`config.mk`:
```
export PLATFORM = sky130hd
export DESIGN_NAME = uer_ctrl
export DESIGN_NICKNAME = d
export VERILOG_FILES = /design/src/rtl/uer_pkg.sv /design/src/rtl/uer_ctrl.sv
export SDC_FILE = /design/constraint.sdc
export NUM_CORES = 1
export LEC_CHECK = 0
export BUFFER_PORTS_ARGS = -buffer_cell sky130_fd_sc_hd__buf_2
export CAP_MARGIN = 20
export CORE_UTILIZATION = 54
export CTS_CLUSTER_SIZE = 30
export DETAILED_ROUTE_END_ITERATION = 16
export PLACE_DENSITY_LB_ADDON = 0.12
export SYNTH_ARGS = -nofsm -noshare
export SYNTH_HDL_FRONTEND = slang
export SYNTH_SLANG_ARGS = --single-unit
```
`constraint.sdc`:
```
create_clock -name clk_i -period 5.15 [get_ports clk_i]
set_input_delay 0 -clock clk_i [delete_from_list [all_inputs] [get_ports clk_i]]
set_output_delay 0 -clock clk_i [all_outputs]
set_load 0.02 [all_outputs]
```
`src/rtl/uer_pkg.sv`:
```
// Shared types and constants for the ultrasonic echo ranger.
// No dependencies; imported by every module of the block.
`timescale 1ns / 1ps

package uer_pkg;

  // Rounds averaged per measurement (1 to 7)
  localparam int Samples = 5;

  localparam int TrigW  = 10;
  localparam int TmoW   = 16;
  localparam int ScaleW = 16;
  localparam int CountW = 16;
  localparam int SumW   = 19;
  localparam int RoundW = 3;
  localparam int DistW  = 18;
  localparam int ProdW  = SumW + ScaleW;

  // Product is in 1/65536 cm; dropping 8 bits gives 1/256 cm
  localparam int FracDrop = 8;
  localparam int QuotInW  = ProdW - FracDrop;

  // floor(x / Samples) = (x * DivRecip) >> DivShift for x below 2**QuotInW
  localparam int DivShift = 34;
  localparam int RecipW   = DivShift + 1;
  localparam logic [RecipW-1:0] DivRecip =
    RecipW'(((64'd1 << DivShift) + 64'(Samples) - 64'd1) / 64'(Samples));
  localparam int MulW  = QuotInW + RecipW;
  localparam int QuotW = MulW - DivShift;

  localparam logic [DistW-1:0] DistMax = '1;

  // Register indexes on the configuration port
  localparam logic [1:0] RegTrigger = 2'd0;
  localparam logic [1:0] RegTimeout = 2'd1;
  localparam logic [1:0] RegScale   = 2'd2;

  typedef struct packed {
    logic [TrigW-1:0]  trigger_ticks;
    logic [TmoW-1:0]   timeout_ticks;
    logic [ScaleW-1:0] scale_per_tick;
  } cfg_t;

  // One tick's result from the sequencer, before scaling
  typedef struct packed {
    logic            trigger;
    logic            busy_res;
    logic            done_res;
    logic            timed_out;
    logic [SumW-1:0] tick_sum;
  } tick_res_t;

endpackage

```
`src/rtl/uer_ctrl.sv`:
```
// Measurement sequencer: trigger, rise wait, high count and round sums.
// Depends on uer_pkg; its result register is the first pipeline stage.
`timescale 1ns / 1ps

module uer_ctrl (
  input  logic              clk_i,
  input  logic              rst_ni,
  input  logic              accept_i,
  input  logic              start_req_i,
  input  logic              echo_i,
  input  logic              adv_i,
  input  uer_pkg::cfg_t     cfg_i,
  output logic              valid_o,
  output uer_pkg::tick_res_t res_o
);
  import uer_pkg::*;

  localparam logic [1:0] PhIdle = 2'd0;
  localparam logic [1:0] PhTrig = 2'd1;
  localparam logic [1:0] PhRise = 2'd2;
  localparam logic [1:0] PhHigh = 2'd3;

  logic [1:0]        phase_q, phase_d;
  logic [CountW-1:0] pc_q, pc_d;
  logic [CountW-1:0] hc_q, hc_d;
  logic [SumW-1:0]   sum_q, sum_d;
  logic [RoundW-1:0] rnd_q, rnd_d;
  logic              seen_q, seen_d;

  logic              valid_q;
  tick_res_t         res_q, res_d;

  logic [TmoW-1:0]   tmo;
  logic [CountW-1:0] pc_inc;
  logic [CountW-1:0] hc_inc;
  logic              close;
  logic [CountW-1:0] add;
  logic              done;

  assign tmo    = (cfg_i.timeout_ticks == '0) ? TmoW'(1) : cfg_i.timeout_ticks;
  assign pc_inc = pc_q + CountW'(1);
  assign hc_inc = hc_q + CountW'(1);

  always_comb begin
    phase_d = phase_q;
    pc_d    = pc_q;
    hc_d    = hc_q;
    sum_d   = sum_q;
    rnd_d   = rnd_q;
    seen_d  = seen_q;
    close   = 1'b0;
    add     = '0;
    done    = 1'b0;

    unique case (phase_q)
      PhIdle: begin
        if (start_req_i) begin
          sum_d   = '0;
          rnd_d   = '0;
          seen_d  = 1'b0;
          hc_d    = '0;
          phase_d = PhTrig;
          pc_d    = CountW'(1);
        end
      end
      PhTrig: begin
        if (pc_q >= CountW'(cfg_i.trigger_ticks)) begin
          phase_d = PhRise;
          pc_d    = '0;
        end else begin
          pc_d = pc_inc;
        end
      end
      PhRise: begin
        if (echo_i) begin
          hc_d = CountW'(1);
          pc_d = '0;
          // timeout of one tick ends the round on the rising edge itself
          if (tmo == TmoW'(1)) begin
            seen_d = 1'b1;
            close  = 1'b1;
            add    = tmo;
          end else begin
            phase_d = PhHigh;
          end
        end else begin
          pc_d = pc_inc;
          if (pc_inc >= tmo) begin
            close = 1'b1;
          end
        end
      end
      default: begin
        if (echo_i) begin
          hc_d = hc_inc;
          if (hc_inc >= tmo) begin
            seen_d = 1'b1;
            close  = 1'b1;
            add    = tmo;
          end
        end else begin
          close = 1'b1;
          add   = hc_q;
        end
      end
    endcase

    if (close) begin
      sum_d = sum_q + SumW'(add);
      rnd_d = rnd_q + RoundW'(1);
      if (rnd_d >= RoundW'(Samples)) begin
        done    = 1'b1;
        phase_d = PhIdle;
        pc_d    = '0;
      end else begin
        phase_d = PhTrig;
        pc_d    = CountW'(1);
      end
    end

    res_d.trigger   = (phase_d == PhTrig);
    res_d.busy_res  = (phase_d != PhIdle);
    res_d.done_res  = done;
    res_d.timed_out = done & seen_d;
    res_d.tick_sum  = sum_d;
  end

  always_ff @(posedge clk_i or negedge rst_ni) begin
    if (!rst_ni) begin
      phase_q <= PhIdle;
      pc_q    <= '0;
      hc_q    <= '0;
      sum_q   <= '0;
      rnd_q   <= '0;
      seen_q  <= 1'b0;
    end else if (accept_i) begin
      phase_q <= phase_d;
      pc_q    <= pc_d;
      hc_q    <= hc_d;
      sum_q   <= sum_d;
      rnd_q   <= rnd_d;
      seen_q  <= seen_d;
    end
  end

  always_ff @(posedge clk_i or negedge rst_ni) begin
    if (!rst_ni) begin
      valid_q <= 1'b0;
    end else if (accept_i) begin
      valid_q <= 1'b1;
    end else if (adv_i) begin
      valid_q <= 1'b0;
    end
  end

  always_ff @(posedge clk_i) begin
    if (accept_i) begin
      res_q <= res_d;
    end
  end

  assign valid_o = valid_q;
  assign res_o   = res_q;

endmodule

```
==> summary.txt, run 1 <==
Status
  – Run status: finished with violations
  – Failing checks: negative setup slack

Floorplan
  – Chip Width: 109.5 um
  – I/O pin total: 72
  – Placement Rows: 38
  – Die ar.: 11,990 um2
  – Initial Utilization: 56.59%
  – Die Height: 109.5 um
  – Floorplan core area: 11,030 um2

Setup path
  – CP Data Required Time: 5360 ps
  – Worst path slowest cell: or4b_4
  – Startpoint Class: register
  – Crit Path Category: register to register
  – Worst Path Max Fanout: 4
  – CP Capture Type: register
  – CP max stage delay: 510 ps
  – CP arrival: 5430 ps

Place
  – Cell area after placement: 6859 um2
  – Setup WS pre-CTS: -232.0 ps
  – HPWL after DPL: 11,580 um
  – IO Port Bufs: 55
  – GPL Wtd Cong: 0.8990
  – Placed Cells: 887

Finish
  – Final core occ: 71.17%
  – Design area: 7850 um2
  – Non-filler cells in the finished layout: 947
  – N_diodes: 0
  – Fillers: 816
  – Layout cell share with drive strength beyond 1: 27.01%
  – Layout net count: 918
  – Multi-input logic area: 4178 um2
  – Register area: 2143 um2
  – Area Growth Syn to Fin: 25.76%

STA
  – Setup violations, final: 7
  – Slew @ Worst Pin: 852.7 ps
  – Final Skew: 7.847 ps
  – Final worst slack: -78.01 ps
  – Slew HR: 43.15%
  – Worst hold slack: 101.8 ps
  – Fmax: 0.1913 GHz
  – Final hold vios: 0
  – Fin. max-slew vios: 0
  – Tcrit/Tclk final: 101.5%
  – Sum of negative setup slack: -317.9 ps
  – RSZ-0062 raised after global routing: yes
  – Min Tclk post-route: 5228 ps

Yosys
  – Synth top area share: 23.25%
  – Synth Register Bits: 81
  – Syn Area/Cell: 9.113 um2
  – Ranking of synthesized cells by area: dfrtp_1, ha_1, edfxtp_1
  – Sequential cell area fraction in the yosys report: 34.32%
  – Synth area leader: dfrtp_1
  – Yosys cell types: 65
  – Commonest cells in the netlist: ha_1, nand2_1, dfrtp_1
  – Synth async-reset ratio: 71.60%
  – Post-synth EDFFs: 23
  – Yosys warning count: 0
  – Post-Syn Instances: 685
  – Leading cell type by number of instances after synthesis: ha_1
  – Ys flop type: dfrtp_1
  – Mapped Area: 6242 um2
  – Syn nets: 801

Detailed routing
  – DR DRC count: 0
  – Drt pass-1 iters: 5
  – Drt wl/cell: 18.12 um
  – Routed Antenna Nets: 0
  – DR vias: 5,767
  – Vias per cell: 6.090
  – Initial detailed-routing violation count: 520
  – Final WL: 17,160 um

Clocking
  – Skew-Pair Late Insertion Delay: 350 ps
  – Num CTS Buffers: 9
  – Clock Pin Slew Worst Setup and Hold Paths: 60 ps
  – Clock Sinks: 81
  – Clock buffer depth: 2
  – Root Driver: clkbuf_16
  – CTS tree: yes
  – CTS HTree Levels: 3

Global routing
  – GRT met3 Usage: 4.090%
  – Initial antenna violation count: 0
  – Met1 usage: 36.84%
  – First-pass GRT wire length: 26,790 um
  – Largest net degree at the start of global routing: 59
  – GR peak layer: met2
  – GR Util All Layers: 29.27%
  – Vias in the first global route: 5,497
  – Gr ovfl total: 0
  – Grt met2 use: 49.19%

Flow run
  – Maxcap violations: 0

Power and ir drop
  – Pwr Density: 223.9 nW/um2
  – Worst vdd ir: 0.0002238 V
  – Leakage: 3.836 nW
  – Tot Pwr: 1.758 mW

Worst hold path
  – Min-Delay Path Class: primary input to register
## sequential cells by signal, indices dropped and copies added (netlist names)
register	count
valid_o	1
sum_q	19
hc_q	16
pc_q	16
res_o	23
phase_q	2
seen_q	1
rnd_q	3
## cell usage in the layout (no fill, tap or decap), types with 6 or more instances in the layout
cell type  Yosys  routed
a21boi_0      16       9
nor2_1        39      37
xnor2_1       25      20
a221o_1        8       8
a21oi_1       24      16
a21o_1         8       8
buf_4          2      69
edfxtp_1      23      23
nand2_1       64      62
a21oi_2        0       6
nor4_1         6       6
ha_1          67      62
nor3_1        13      12
a22o_1        35      35
a21boi_1       1       6
inv_1         39      39
nand3_1       52      47
nand2b_1      25      23
nor2b_1       12      11
buf_6          4       8
xor2_1        17      17
dfrtp_1       58      57
and3_1        11       6
o21ai_0       27      25
clkbuf_16      0       9
nand4_1        6       6
buf_2          7      55
## path summary, 6_finish.rpt
| path | slack, ps | to | cells past startpoint | from |
|---|---|---|---|---|
| setup / recovery | -80 | res_o[18] | 25 | hc_q[1] |
| hold / removal | 100 | seen_q | 4 | start_req_i |
| setup reg to reg | -80 | res_o[18] | 25 | hc_q[1] |
| hold reg to reg | 480 | valid_o | 1 | valid_o |
| max in group asynchronous | 4220 | hc_q[0] | 3 | rst_ni |
| min in group asynchronous | 360 | hc_q[14] | 3 | rst_ni |
## per-layer routing
layer / wire [um] / vias to the layer above
met5: 0 / -
met4: 583 / 0
met3: 950 / 50
met2: 8301 / 234
met1: 7327 / 2761
li1: - / 2722
## cells by family (layout without fill, tap and decap cells)
group           after synthesis  count (layout)  synth area share [%]
compound gates              162             162                 18.86
xor+xnor                     42              42                 5.893
fa+ha+maj                    68              68                 13.75
buf+inv                      70             190                 4.971
flops                        81              81                 34.32
mux                          11              11                 2.004
simple gates                251             253                 20.20
## worst max-delay path, delay by kind of cell (launching register included)
| family | cells | cell delay, ps |
|---|---|---|
| flops | 1 | 430 |
| mux | 2 | 380 |
| fa+ha+maj | 3 | 780 |
| buf+inv | 2 | 270 |
| simple gates | 9 | 1460 |
| compound gates | 8 | 1600 |
| xor+xnor | 1 | 170 |
## power by group
group          total, mW  internal, mW  leakage, nW  switching [mW]
Clock              0.646         0.375        0.139           0.271
Sequential         0.720         0.691         1.03          0.0281
Combinational      0.393         0.144         2.66           0.249
## final cells by class
cell class                      count  area share [%]
Sequential cell                    81           27.30
Clock buffer                       11           2.965
Clock inverter                      5          0.7172
Inverter                           39           1.865
Timing Repair Buffer              135           11.70
Multi-Input combinational cell    536           53.22
Tap cell                          140           2.231
## what timing repair did
action	4_1_cts	5_1_grt
setup buffers	18	24
endpoints found under the setup margin	16	62
gates resized for setup	15	65
endpoints found under the hold margin	59	0
pin swaps	12	35
gates cloned	0	2
hold buffers	2	0
Power figures use the tool's default switching activity.
==> run 2, diff against run 1 <==
--- a/config.mk
+++ b/config.mk
@@ -10,7 +10,9 @@
 export CORE_UTILIZATION = 54
 export CTS_CLUSTER_SIZE = 30
 export DETAILED_ROUTE_END_ITERATION = 16
+export MAX_ROUTING_LAYER = met4
 export PLACE_DENSITY_LB_ADDON = 0.12
+export SLEW_MARGIN = 0
 export SYNTH_ARGS = -nofsm -noshare
 export SYNTH_HDL_FRONTEND = slang
 export SYNTH_SLANG_ARGS = --single-unit
==> summary.txt, run 2 (synthesis gave the netlist of run 1 again) <==
Status
  – Run status: finished with violations
  – Failing checks: negative setup slack

STA
  – Fin. max-slew vios: 0 (unchanged)
  – Fmax: 0.1905 GHz (-0.39%)
  – Final hold vios: 0 (unchanged)
  – Setup violations, final: 2 (-5)
  – Tcrit/Tclk final: 101.9% (+0.40 points)
  – Slew HR: 44.15% (+1.0 points)
  – Slew @ Worst Pin: 837.8 ps (-14.93 ps)
  – Final worst slack: -98.66 ps (-20.65 ps)
  – Worst hold slack: 115.6 ps (+13.75 ps)
  – RSZ-0062 raised after global routing: yes
  – Min Tclk post-route: 5249 ps (+20.65 ps)
  – Final Skew: 9.581 ps (+1.733 ps)

Finish
  – Multi-input logic area: 4000 um2 (-4.3%)
  – Layout cell share with drive strength beyond 1: 21.24% (-5.8 points)
  – Area Growth Syn to Fin: 18.94%
  – Most common cell after layout, fill and taps aside: ha_1
  – Fillers: 894 (+9.6%)
  – N_diodes: 0 (unchanged)
  – Layout net count: 888 (-3.3%)
  – Commonest non-fill, non-tap cells in the layout: ha_1, nand2_1, dfrtp_1
  – Non-filler cells in the finished layout: 917 (-3.2%)
  – Register area: 2142 um2 (about the same)
  – Max reg flops: 23 (unchanged)

Floorplan
  – I/O pin total: 72 (unchanged)
  – Chip Width: 109.5 um (unchanged)
  – Initial Utilization: 56.59% (unchanged)
  – Placement Rows: 38 (unchanged)
  – Die ar.: 11,990 um2 (unchanged)
  – Floorplan core area: 11,030 um2 (unchanged)
  – Die Height: 109.5 um (unchanged)

Global routing
  – Largest net degree at the start of global routing: 59 (unchanged)
  – First-pass GRT wire length: 26,000 um (-2.9%)
  – Gr ovfl total: 0 (unchanged)
  – Vias in the first global route: 5,369 (-2.3%)
  – GR Util All Layers: 29.26% (about the same)
  – Initial antenna violation count: 0 (unchanged)

Place
  – Placed Cells: 887 (unchanged)
  – GPL Wtd Cong: 0.9020 (+0.33%)
  – IO Port Bufs: 55 (unchanged)
  – HPWL after DPL: 11,280 um (-2.6%)

Clocking
  – Num CTS Buffers: 9 (unchanged)
  – Root Driver: clkbuf_16
  – Skew-Pair Late Insertion Delay: 350 ps (about the same)
  – Clock buffer depth: 2 (unchanged)
  – CTS tree: yes
  – Clock Sinks: 81 (unchanged)
  – Clock Pin Slew Worst Setup and Hold Paths: 60 ps (about the same)
  – CTS HTree Levels: 3 (unchanged)

Detailed routing
  – Post-Route M1 WL: 6930 um (-5.4%)
  – Met2 Routed Length: 7691 um (-7.3%)
  – Vias per cell: 5.967 (-2.0%)
  – DR DRC count: 0 (unchanged)
  – Routed Antenna Nets: 0 (unchanged)
  – Drt pass-1 iters: 5 (unchanged)
  – DR WL met3: 862 um (-9.3%)
  – DR vias: 5,472 (-5.1%)
  – Drt wl/cell: 17.44 um (-3.8%)
  – Final WL: 16,000 um (-6.8%)
  – Top layer in use: met4
  – Initial detailed-routing violation count: 402 (-23%)

Setup path
  – CP Capture Type: register
  – CP arrival: 5350 ps (-80 ps)
  – Most used cell along the critical path: a21o_1
  – CP max stage delay: 400 ps (-110 ps)
  – CP Data Required Time: 5250 ps (-110 ps)
  – Reg2Reg Depth: 25 (unchanged)
  – Worst path slowest cell: dfrtp_1
  – Startpoint Class: register
  – FF-to-FF setup slack: -100 ps (-20 ps)
  – Worst Path Max Fanout: 3 (-1)
  – Crit Path Category: register to register

Flow run
  – Maxcap violations: 0 (unchanged)

Power and ir drop
  – Pwr Density: 233.7 nW/um2 (+4.4%)
  – Tot Pwr: 1.735 mW (-1.3%)
  – Worst vdd ir: 0.0002092 V (-6.5%)
  – Leakage: 3.628 nW (-5.4%)

Worst hold path
  – Min-Delay Path Class: primary input to register
  – Hold path depth: 4 (unchanged)
run 2: cell count changes in the layout (fill, tap and decap cells not counted), sizes merged:
cell / delta
buf: -28
clkinv: -1
nor2b: -2
clkbuf: +1
run 2: final timing paths:
check	from	end
max in group asynchronous	rst_ni	pc_q[12]
worst min-delay path	start_req_i	seen_q
worst max register to register	hc_q[1]	res_o[12]
worst min register to register	valid_o	valid_o
worst max-delay path	hc_q[1]	res_o[12]
min in group asynchronous	rst_ni	sum_q[11]
run 2: what timing repair did:
action	in CTS	in global routing
endpoints found under the setup margin	15	20
resized for setup	18	24
endpoints found under the hold margin	59	0
hold buffers	2	0
pin swaps	2	11
buffers inserted	6	6
run 2: worst max-delay path: cells and delay by family (launching register included):
kind | cells | cell delay [ps]
AOI/OAI and AO/OA | 10 | 2040
and+or+nand+nor | 9 | 1150
adders and majority gates | 4 | 1080
DFF | 1 | 400
xor gates and xnor gates | 2 | 330
run 2: metal layers:
metal	GRT usage [%]	vias to the layer above
met2	47.08	189
met1	36.28	2589
met4	14.67	0
met3	3.734	39
met5	-	-
li1	-	2655
run 2: metrics by stage:
stage / utilization, % / cell area (um2) / setup TNS, ps / setup slack [ps]
after CTS: 66.07 / 7288 / -6.330 / -6.330
after global routing: 67.31 / 7425 / -2176 / -325.1
after detailed placement: 62.18 / 6859 / -968.3 / -229.5
after global placement: 62.18 / 6859 / 0 / 13.27
after floorplan: - / 6289 / -32.97 / -28.00
final: 67.31 / 7425 / -137.9 / -98.66
run 2: report_power, final:
group	switching [mW]	total, mW	internal [mW]
logic	0.239	0.380	0.140
registers	0.0285	0.720	0.691
clock network	0.262	0.636	0.374
total	0.530	1.74	1.21
run 2: area by class of cell:
cell class                      instances  area share [%]
Clock inverter                          4          0.6235
Inverter                               39           1.972
Clock buffer                           12           3.185
Tap cell                              140           2.359
Sequential cell                        81           28.85
Multi-Input combinational cell        534           53.88
Timing Repair Buffer                  107           9.134
==> run 3, diff against run 2 <==
--- a/config.mk
+++ b/config.mk
@@ -7,7 +7,8 @@
 export LEC_CHECK = 0
 export BUFFER_PORTS_ARGS = -buffer_cell sky130_fd_sc_hd__buf_2
 export CAP_MARGIN = 20
-export CORE_UTILIZATION = 54
+export CORE_MARGIN = 8
+export CORE_UTILIZATION = 50
 export CTS_CLUSTER_SIZE = 30
 export DETAILED_ROUTE_END_ITERATION = 16
 export MAX_ROUTING_LAYER = met4
==> summary.txt, run 3 (synthesis gave the netlist of run 1 again) <==
Clocking
  – Root Driver: clkbuf_16
  – Clock Sinks: 81 (unchanged)
  – CTS tree: yes
  – Clock Pin Slew Worst Setup and Hold Paths: 60 ps (about the same)
  – Skew-Pair Late Insertion Delay: 350 ps (about the same)
  – Num CTS Buffers: 9 (unchanged)
  – Clock buffer depth: 2 (unchanged)
  – CTS HTree Levels: 3 (unchanged)

Setup path
  – Worst Path Max Fanout: 11 (+8)
  – CP Capture Type: register
  – Startpoint Class: register
  – Worst setup path startpoint: hc_q[1]
  – FF-to-FF setup slack: -20 ps (+80 ps)
  – CP Data Required Time: 5350 ps (+100 ps)
  – CP arrival: 5370 ps (+20 ps)
  – Crit Path Category: register to register
  – Worst R2R Start: hc_q[1]

Finish
  – Layout net count: 901 (+1.5%)
  – N_diodes: 0 (unchanged)
  – Commonest non-fill, non-tap cells in the layout: nand2_1, ha_1, dfrtp_1
  – Area Growth Syn to Fin: 21.99%
  – Max reg flops: 23 (unchanged)
  – Layout cell share with drive strength beyond 1: 23.54% (+2.3 points)

Floorplan
  – I/O pin total: 72 (unchanged)
  – Chip Width: 127.7 um (+17%)
  – Die Height: 127.7 um (+17%)
  – Initial Utilization: 50.28% (-6.3 points)
  – Placement Rows: 41 (+7.9%)
  – Floorplan core area: 12,410 um2 (+13%)
  – Die ar.: 16,320 um2 (+36%)

Place
  – IO Port Bufs: 55 (unchanged)
  – HPWL after DPL: 12,240 um (+8.5%)
  – Setup WS pre-CTS: -129.1 ps (+100.5 ps)
  – GPL Wtd Cong: 0.8873 (-1.6%)

STA
  – Setup violations, final: 1 (-1)
  – Min Tclk post-route: 5169 ps (-79.31 ps)
  – Tcrit/Tclk final: 100.4% (-1.5 points)
  – Fmax: 0.1934 GHz (+1.5%)
  – Slew @ Worst Pin: 831.6 ps (-6.187 ps)
  – Fin. max-slew vios: 0 (unchanged)
  – RSZ-0062 raised after global routing: yes
  – Slew HR: 44.56% (+0.41 points)
  – Final Skew: 9.206 ps (-0.3752 ps)
  – Worst hold slack: 109.3 ps (-6.250 ps)
  – Final worst slack: -19.35 ps (+79.31 ps)
  – Final hold vios: 0 (unchanged)

Status
  – Failing checks: negative setup slack
  – Run status: finished with violations

Global routing
  – GR Util All Layers: 21.29% (-8.0 points)
  – Initial antenna violation count: 0 (unchanged)
  – First-pass GRT wire length: 26,900 um (+3.5%)
  – Gr ovfl total: 0 (unchanged)
  – Vias in the first global route: 5,436 (+1.2%)
  – Largest net degree at the start of global routing: 59 (unchanged)

Detailed routing
  – Drt pass-1 iters: 6 (+1)
  – Drt wl/cell: 17.80 um (+2.1%)
  – DR vias: 5,562 (+1.6%)
  – Initial detailed-routing violation count: 473 (+18%)
  – Top layer in use: met4
  – Final WL: 17,130 um (+7.1%)
  – Routed Antenna Nets: 0 (unchanged)
  – DR DRC count: 0 (unchanged)
  – Post-Route M1 WL: 7599 um (+9.7%)
  – DR WL met3: 959 um (+11%)
  – Vias per cell: 5.782 (-3.1%)
  – Met2 Routed Length: 8181 um (+6.4%)

Worst hold path
  – Worst Hold Launch: start_req_i
  – Min-Delay Path Class: primary input to register

Power and ir drop
  – Leakage: 3.693 nW (+1.8%)
  – Pwr Density: 229.5 nW/um2 (-1.8%)
  – Worst vdd ir: 0.0001607 V (-23%)

Flow run
  – Maxcap violations: 0 (unchanged)
==> run 3: cell types whose count changed in the layout (fill, tap and decap cells not counted), moves of 2 or more <==
cell and change:
buf_4 +9, a21boi_2 +5, a21boi_1 -3, a21boi_0 -2, clkbuf_1 -2, nor2_2 -2, nor2_4 +2
==> run 3: metrics by stage <==
step,std cells,util (%),power (mW),cell area (um2),setup TNS (ps)
after CTS,951,59.19,1.745,7348,0
after detailed placement,921,55.69,1.106,6914,-596.8
final,962,61.34,1.748,7615,-19.35
after global routing,962,61.34,1.829,7615,-1617
after floorplan,685,-,0.9881,6289,-32.97
after global placement,920,55.63,1.094,6907,-44.41
==> run 3: path summary, 6_finish.rpt <==
| path | to | cells past startpoint |
|---|---|---|
| max | res_o[18] | 22 |
| min | seen_q | 4 |
| max reg2reg | res_o[18] | 22 |
| min reg2reg | valid_o | 1 |
| max in group asynchronous | rnd_q[1] | 3 |
| min in group asynchronous | sum_q[3] | 3 |
==> run 3: metal layers <==
metal	track usage, %	vias up
met3	4.077	37
met2	34.57	187
met5	-	-
met1	26.09	2660
met4	7.273	0
li1	-	2678
==> run 3: area by class of cell <==
type	instances	area, um2
tap	172	215.2
clock inverter	6	58.81
inverter	39	146.4
multi-input combinational	535	4031
clock buffer	10	229.0
sequential	81	2142
timing repair buffer	119	792.0
fill	1091	4800
==> run 3: worst max-delay path: stages, from the launching register on <==
cell       delay [ps]
dfrtp_1           380
nand3_1           120
or4b_4            530
nor2_4            100
and3_4            210
and3_4            190
xor2_1            160
ha_1              280
a2111oi_2         360
o21ai_1           150
and2_4            170
buf_4             170
nand3_1           130
a21boi_2           90
ha_1              300
a21o_1            190
a21o_1            200
a21oi_2           150
o21bai_1          110
or3_4             370
o211a_1           270
mux2_4            270
mux2i_1           120
==> run 3: where the power goes <==
group          total [mW]  leakage [nW]  switching, mW  internal (mW)
Combinational       0.388          2.52          0.245          0.143
Clock               0.642         0.138          0.269          0.373
Sequential          0.719          1.04         0.0271          0.691
==> run 3: repair_timing <==
| action | 4_1_cts | 5_1_grt |
|---|---|---|
| endpoints found under the hold margin | 59 | 0 |
| pin swaps | 5 | 15 |
| endpoints found under the setup margin | 10 | 62 |
| buffers inserted | 12 | 12 |
| hold buffers | 2 | 0 |
| resized for setup | 11 | 42 |
| cloned | 0 | 1 |
